==> src/design/qft_pkg.sv <==
// ----------------------------------------------------------------------------
// qft_pkg
// Types and character constants shared by the quoted field tokenizer.
// ----------------------------------------------------------------------------
package qft_pkg;

	localparam int unsigned ByteW = 8;

	localparam logic [ByteW-1:0] ChNul       = 8'h00;
	localparam logic [ByteW-1:0] ChHash      = 8'h23;
	localparam logic [ByteW-1:0] ChLBracket  = 8'h5b;
	localparam logic [ByteW-1:0] ChRBracket  = 8'h5d;
	localparam logic [ByteW-1:0] ChDQuote    = 8'h22;
	localparam logic [ByteW-1:0] ChSQuote    = 8'h27;
	localparam logic [ByteW-1:0] ChBackslash = 8'h5c;
	localparam logic [ByteW-1:0] ChNewline   = 8'h0a;
	localparam logic [ByteW-1:0] ChSpace     = 8'h20;
	localparam logic [ByteW-1:0] ChTab       = 8'h09;
	localparam logic [ByteW-1:0] ChCr        = 8'h0d;

	typedef enum logic [2:0] {
		MODE_IDLE    = 3'd0,
		MODE_COMMENT = 3'd1,
		MODE_INDEX   = 3'd2,
		MODE_QUOTED  = 3'd3,
		MODE_BARE    = 3'd4,
		MODE_ESCAPE  = 3'd5
	} qft_mode_t;

	typedef struct packed {
		qft_mode_t mode;
		logic      quote_is_single;
	} qft_state_t;

	// up to two result bytes per input byte; the second is always the last
	typedef struct packed {
		logic [1:0]       count;
		logic [ByteW-1:0] data0;
		logic             last0;
		logic [ByteW-1:0] data1;
	} qft_result_t;

endpackage

==> src/design/qft_classify.sv <==
// ----------------------------------------------------------------------------
// qft_classify
// Per-byte classifier: from the current byte and tokenizer state, works out
// the result bytes and the next state.
// ----------------------------------------------------------------------------
module qft_classify import qft_pkg::*; (
	input  logic [ByteW-1:0] data,
	input  qft_state_t       cur,
	output qft_state_t       nxt,
	output qft_result_t      res
);

	logic             is_ws;
	logic [ByteW-1:0] quote_ch;

	assign is_ws    = (data inside {ChSpace, [ChTab:ChCr]});
	assign quote_ch = cur.quote_is_single ? ChSQuote : ChDQuote;

	always_comb begin
		nxt       = cur;
		res.count = 2'd0;
		res.data0 = data;
		res.last0 = 1'b1;
		res.data1 = data;

		if (data == ChNul && cur.mode != MODE_ESCAPE) begin
			// nul passes through, state untouched
			res.count = 2'd1;
			res.data0 = ChNul;
		end else begin
			case (cur.mode)
				MODE_COMMENT: begin
					if (data == ChNewline) begin
						nxt.mode            = MODE_IDLE;
						nxt.quote_is_single = 1'b0;
					end
				end
				MODE_INDEX: begin
					if (data == ChNewline || data == ChRBracket) begin
						nxt.mode            = MODE_IDLE;
						nxt.quote_is_single = 1'b0;
					end
				end
				MODE_QUOTED: begin
					if (data == quote_ch) begin
						nxt.mode            = MODE_IDLE;
						nxt.quote_is_single = 1'b0;
						res.count           = 2'd1;
						res.data0           = ChNul;
					end else if (data == ChBackslash) begin
						nxt.mode = MODE_ESCAPE;
					end else begin
						res.count = 2'd1;
					end
				end
				MODE_ESCAPE: begin
					nxt.mode = MODE_QUOTED;
					if (data == quote_ch) begin
						res.count = 2'd1;
					end else begin
						// backslash kept, followed by the escaped byte
						res.count = 2'd2;
						res.data0 = ChBackslash;
						res.last0 = 1'b0;
					end
				end
				MODE_BARE: begin
					res.count = 2'd1;
					if (is_ws) begin
						nxt.mode            = MODE_IDLE;
						nxt.quote_is_single = 1'b0;
						res.data0           = ChNul;
					end
				end
				default: begin
					if (is_ws) begin
						nxt.mode = MODE_IDLE;
					end else if (data == ChHash) begin
						nxt.mode = MODE_COMMENT;
					end else if (data == ChLBracket) begin
						nxt.mode = MODE_INDEX;
					end else if (data == ChDQuote || data == ChSQuote) begin
						nxt.mode            = MODE_QUOTED;
						nxt.quote_is_single = (data == ChSQuote);
					end else begin
						nxt.mode            = MODE_BARE;
						nxt.quote_is_single = 1'b0;
						res.count           = 2'd1;
					end
				end
			endcase
		end
	end

endmodule

==> src/design/quoted_field_tokenizer.sv <==
// ----------------------------------------------------------------------------
// quoted_field_tokenizer
// Splits a text byte stream into nul-terminated fields, skipping whitespace,
// comments and index markers, with quoted fields and escapes.
// ----------------------------------------------------------------------------
// One byte is taken per clock cycle while the output is not stalled. A byte is
// held in the input register while the classifier works on it, and its first
// result is then registered in the output buffer, from which it is transferred.
// Most bytes give zero or one result byte. An escaped byte other than the
// closing quote gives two, which leave one after the other. So the sustained
// rate is one byte per cycle except for those pairs, which hold the input back,
// and while the output is stalled. Bytes that give no result never wait on the
// output side.
module quoted_field_tokenizer import qft_pkg::*; (
	input  logic             clk,
	input  logic             arst_n,
	input  logic             in_valid,
	output logic             in_stall,
	input  logic [ByteW-1:0] in_byte,
	output logic             out_valid,
	input  logic             out_stall,
	output logic [ByteW-1:0] out_byte,
	output logic             last_of_run
);

	logic             valid_s1;
	logic [ByteW-1:0] data_s1;
	qft_state_t       state_q;
	qft_state_t       state_nxt;
	qft_result_t      res;

	logic [1:0]       cnt_q;
	logic [ByteW-1:0] data0_q;
	logic             last0_q;
	logic [ByteW-1:0] data1_q;

	logic out_take;
	logic advance;
	logic load_s1;

	qft_classify u_classify (
		.data (data_s1),
		.cur  (state_q),
		.nxt  (state_nxt),
		.res  (res)
	);

	assign out_valid   = (cnt_q != 2'd0);
	assign out_byte    = data0_q;
	assign last_of_run = last0_q;
	assign out_take    = out_valid && !out_stall;

	// a byte with results advances only once the buffer is empty after this edge
	assign advance  = valid_s1 && (res.count == 2'd0 || cnt_q == 2'd0 ||
		(cnt_q == 2'd1 && out_take));
	assign load_s1  = !valid_s1 || advance;
	assign in_stall = !load_s1;

	always_ff @(posedge clk or negedge arst_n) begin
		if (!arst_n) begin
			valid_s1 <= 1'b0;
		end else if (load_s1) begin
			valid_s1 <= in_valid;
		end
	end

	always_ff @(posedge clk) begin
		if (load_s1 && in_valid) begin
			data_s1 <= in_byte;
		end
	end

	always_ff @(posedge clk or negedge arst_n) begin
		if (!arst_n) begin
			state_q <= '{mode: MODE_IDLE, quote_is_single: 1'b0};
		end else if (advance) begin
			state_q <= state_nxt;
		end
	end

	always_ff @(posedge clk or negedge arst_n) begin
		if (!arst_n) begin
			cnt_q <= 2'd0;
		end else if (advance && res.count != 2'd0) begin
			cnt_q <= res.count;
		end else if (out_take) begin
			cnt_q <= cnt_q - 2'd1;
		end
	end

	always_ff @(posedge clk) begin
		if (advance && res.count != 2'd0) begin
			data0_q <= res.data0;
			last0_q <= res.last0;
			data1_q <= res.data1;
		end else if (out_take && cnt_q == 2'd2) begin
			// second byte of a pair moves to the head
			data0_q <= data1_q;
			last0_q <= 1'b1;
		end
	end

endmodule

==> config.mk <==
export PLATFORM = sky130hd
export DESIGN_NAME = quoted_field_tokenizer
export DESIGN_NICKNAME = d
export VERILOG_FILES = /design/src/design/qft_pkg.sv /design/src/design/qft_classify.sv /design/src/design/quoted_field_tokenizer.sv
export SDC_FILE = /design/constraint.sdc
export NUM_CORES = 1
export LEC_CHECK = 0
export ABC_AREA = 1
export BUFFER_PORTS_ARGS = -buffer_cell sky130_fd_sc_hd__buf_2
export CELL_PAD_IN_SITES_DETAIL_PLACEMENT = 0
export CELL_PAD_IN_SITES_GLOBAL_PLACEMENT = 1
export CORE_MARGIN = 2
export CORE_UTILIZATION = 46
export DETAILED_ROUTE_END_ITERATION = 16
export PLACE_DENSITY_LB_ADDON = 0.1
export SLEW_MARGIN = 10
export SYNTH_ARGS = -nofsm -noshare
export SYNTH_HDL_FRONTEND = slang
export SYNTH_SLANG_ARGS = --single-unit
==> constraint.sdc <==
create_clock -name clk -period 4.7 [get_ports clk]
set_clock_uncertainty 0.1 [all_clocks]
set_input_delay 0.705 -clock clk [delete_from_list [all_inputs] [get_ports clk]]
set_output_delay 0.705 -clock clk [all_outputs]
set_load 0.1 [all_outputs]
* Word level (Yosys, flattened, before mapping)
Index checks and enable logic that the tools add are counted.
** Operators by class
- $add $sub $neg :: 1
- $lt $le $gt $ge :: 2
- Equality and inequality tests :: 25
- Muxes and demuxes :: 37
- Bitwise operators :: 2
- Reductions and logical operators :: 27
** Operators by type and width (number)
- $eq A8 B6 Y1 const B :: 4
- $mux W8 :: 4
- $eq A8 B7 Y1 const B :: 3
- $pmux W8 S3 :: 1
- $mux W3 :: 6
- $mux W4 :: 4
- $ne A5 B5 Y1 const B :: 3
- $pmux W3 S5 :: 1
- $mux W2 :: 6
- $mux W1 :: 11
- $mux W10 :: 1
- $reduce_and A10 Y1 :: 1
- $reduce_bool A2 Y1 :: 5
- $mux W9 :: 1
- $eq A8 B4 Y1 const B :: 1
- $eq A8 B8 Y1 :: 1
- $ge A8 B4 Y1 const B :: 1
- $le A8 B4 Y1 const B :: 1
- $logic_and A1 B1 Y1 :: 8
- $logic_not A8 Y1 :: 1
- $ne A2 B1 Y1 const B :: 4
- $pmux W2 S4 :: 1
- $eq A3 B2 Y1 const B :: 2
- $eq A3 B3 Y1 const B :: 2
- other kinds (13) :: 21
** Word-level totals
- Register bits after elaboration :: 32
- Bits of input ports :: 12
- Output and inout port bits :: 11
- Logic and storage cells :: 102

* Logic depth before layout (Yosys ltp)
- Depth in word-level cells :: 14
- Depth in mapped cells :: 15
- Depth with buffers taken out :: 14

* Hierarchy
A second synthesis with hierarchy kept.
** Unflattened totals
- Cell total of the unflattened synthesis :: 239
- Area, all modules :: 2000.7 um2
** By module, submodules not included
- quoted_field_tokenizer :: times used 1, cells each 110, area an instance 1297.5 um2
- qft_classify :: times used 1, cells each 129, area an instance 703.2 um2

* Worst setup path after synthesis
OpenSTA, ideal clock, no wires.
- Path kind :: register -> output
- From :: register data_s1[0]
- To :: output in_stall
- Arrival time :: 1880 ps
- Slack :: 2015 ps
- Stages on the path, launching flop included :: 10
- Path buffers :: 0
- Path through :: edfxtp_1 -> nor2_2 -> inv_2 -> nor2_1 -> nand2_1 -> nor2_2 -> nor2_1 -> nand3_2 -> nand3_1 -> inv_1
** On the way
- Longest elaborated chain between the ends :: 14
- Elaborated cells on any way between the ends :: 29
- Those cells by class :: order compare (2); eq/ne (7); mux (9); reduce/logical (11)
** Ends and longest elaborated chain
- start: declaration :: line quoted_field_tokenizer.sv:27 : logic [ByteW-1:0] data_s1;
- start signal: assignment :: line quoted_field_tokenizer.sv:69 : data_s1 <= in_byte;
- branches (longest 7 deep; another with $ge A8 B4 Y1)
- $mux W10 (*) :: line qft_classify.sv:26 : if (data == ChNul && cur.mode != MODE_ESCAPE) begin
- $logic_not A2 Y1 (*) :: line quoted_field_tokenizer.sv:54 : assign advance = valid_s1 && (res.count == 2'd0 || cnt_q == 2'd0 ||
- $logic_or A1 B1 Y1 (*) (2 in a row) :: line quoted_field_tokenizer.sv:54
- $logic_and A1 B1 Y1 (*) :: line quoted_field_tokenizer.sv:54
- $logic_or A1 B1 Y1 (*) :: line quoted_field_tokenizer.sv:56 : assign load_s1 = !valid_s1 || advance;
- $logic_not A1 Y1 (*) :: line quoted_field_tokenizer.sv:57 : assign in_stall = !load_s1;
- end: declaration :: line quoted_field_tokenizer.sv:18 : output logic in_stall,
Every way passes the cells marked *.

* Final worst setup path
- From :: register data_s1[7]
- To :: output in_stall
Same word-level chain as after synthesis.

==> impl_metrics.toml <==
[detailed_routing]
viasPerCell = 5.14
ant_nets = 0
first_iter_violations = 109
drc = 0
vias = 1496
dr.pass1.iters = 4
wl_per_cell_um = 12.5
drt_wl_total_mm = 3.64

[logic_synthesis]
yosysSeqAreaShare = 0.505
synth_top_flop_cell = "edfxtp_1"
synth_most_common_cell = "nand2_1"
synth_cells = 215
async_reset_ff_frac = 0.219
synthTopCellsByArea = "edfxtp_1, nand2_1, dfrtp_1"
syn_area_per_cell_sq_um = 8.52
yosys-top-cells-count = "nand2_1, edfxtp_1, inv_1"
syn_nets = 230
netlist_area_sq_um = 1830
synth_top_area_cell = "edfxtp_1"
ys_types = 26
synth_edf_count = 25
yosysWarningCount = 0
yosysTopAreaCellShare = 0.410
ys_ff_latch = 32

[finish]
area_growth_pct = 14.5
finalNonFillerCells = 291
layout-drive-gt1-share = 0.247
fin_nets = 257
fin_util = 0.560
num_antenna_cells = 0
fin_area_sq_um = 2100

[critical_path]
end_kind = "output port"
reg2reg_slack_ns = 1.94
r2r.worst_path.cells = 10
cp-start-kind = "register"
max_stage_delay_ns = 0.45
crit_arrival_ns = 2.23
criticalPathCategory = "register to output port"
timing.rr.end = "out_byte[5]"
crit_chain = "nor2_2, nand2_1, nor2_4, nand3_2, nand3_1, nor2_1, nand3_2, nand3_1, inv_1, buf_2"
slowest_stage = "edfxtp_1"
cp-startpoint = "data_s1[7]"
required_ns = 3.89
reg2reg_from = "data_s1[7]"
setup.worst_path.end = "in_stall"
crit_fanout = 5

[power_and_ir_drop]
power_density_nw_per_um2 = 743
p_leak_nw = 0.967
p_total_mw = 1.56
max-vdd-ir-drop_mv = 0.292

[cts]
cts_resized = 0
cts_hold_buf = 0
path_clk_slew_ns = 0.07
h-tree-depth = 2
post_cts_buffers = 0
clkLatencyLatePin_ns = 0.28
clock-root-buffer = "clkbuf_8"
cts_buffer_depth = 2
cts.sinks = 32
cts_made_buffers = 5
cts_tree = "done"

[job]
max_cap_violations = 0

[global_route]
grt_max_degree = 21
antenna_found_initial = 0
grt_pass1_vias = 1435
grt-ovfl-total = 0
grt_pass1_wl_mm = 6.22
grt_use_total = 0.190

[die]
pin_count = 23
die_x_um = 67.1
die_h_um = 67.1
dieArea_sq_um = 4500
std_cell_rows = 22
start_util = 0.489
core-area_sq_um = 3740

[run_status]
status = "finished clean"

[timing]
finalHoldViolations = 0
worst_pin_slew_ns = 0.487
max-slew-margin-rel = 0.678
max_freq_mhz = 329
setup_viol = 0
finalCritPeriodShare = 0.646
finalWorstSetupSlack_ns = 1.66
fin_crit_ns = 3.04
slew_violations = 0
grt_setup_unrepaired = "no"
timing.hold.ws_ns = 0.145
tns_ns = 0

[placed_design]
pre_cts_ws_ns = 1.96
io_buffer_count = 22
placedCellCount = 283
dpl_cell_area_sq_um = 1990
place.gp.congestion = 0.935
dp_hpwl_mm = 2.91

[min_path]
worst_hold_path_type = "input pin to asynchronous set/reset pin"
placed cells by master, fill, tap and decap left out:
cell	count
nand3_1	10
nand2_2	3
inv_2	12
o21bai_1	1
buf_2	22
nor2_1	16
nand4_1	10
a21oi_1	7
o21ai_1	9
nor2_2	4
nand2_1	65
nor3_1	1
bufinv_16	1
inv_1	18
clkinvlp_4	1
nand3b_1	4
nor4_1	1
ha_1	3
edfxtp_1	25
a21oi_2	1
nor3_2	2
clkinv_2	1
nor2_4	4
o21ai_0	4
dfrtp_1	7
nand2_4	1
o21a_1	2
nand3_2	3
clkbuf_8	5
kinds of logic (layout without fill, tap and decap cells):
logic type	Yosys count	in the layout	share of synthesized area
AND/OR/NAND/NOR	124	124	0.332
buffers and inverters	32	60	0.0703
adder cells (fa/ha/maj)	3	3	0.0205
flip-flops	32	32	0.505
AO/OA/AOI/OAI	24	24	0.0717
layer usage:
| layer | wire [um] | share of wire | GRT usage | vias up |
|---|---|---|---|---|
| li1 | - | - | - | 772 |
| met2 | 1750 | 0.48 | 0.308 | 32 |
| met1 | 1670 | 0.46 | 0.233 | 683 |
| met3 | 139 | 0.038 | 0.0574 | 9 |
| met4 | 72 | 0.020 | 0.0842 | 0 |
| met5 | 0 | 0 | 0 | - |
flip-flops by register name (all words and copies together), names as in the netlist:
register     count
out_byte         8
state_q          4
valid_s1         1
data1_q          8
cnt_q            2
last_of_run      1
data_s1          8
where the power goes:
group	total [mW]	internal, mW	switching [mW]
registers	0.498	0.439	0.0588
logic	0.802	0.174	0.628
clock network	0.259	0.157	0.102
layout make-up:
type,count,area [sq um]
Fill cell,370,1650
Sequential cell,32,926
Multi-Input combinational cell,151,777
Inverter,30,113
Timing Repair Buffer,22,110
Clock buffer,5,68.8
Tap cell,48,60.1
Clock inverter,3,42.5
worst max-delay path, delay by kind of cell (launching register included):
kind,cells,cell delay [ns]
flops,1,0.45
simple gates,8,1.00
buf+inv,2,0.49
how the worst min path moves through the flow:
stage	startpoint	to	slack (ns)	cells past startpoint
floorplan	arst_n	cnt_q[0]	0.31	0
global placement	cnt_q[0]	cnt_q[0]	0.41	2
detailed placement	state_q[3]	state_q[3]	0.40	2
finish	arst_n	state_q[1]	0.15	1
CTS	arst_n	cnt_q[0]	0.14	1
global route	arst_n	cnt_q[0]	0.14	1
No activity file was read; power rests on OpenSTA's default activity.
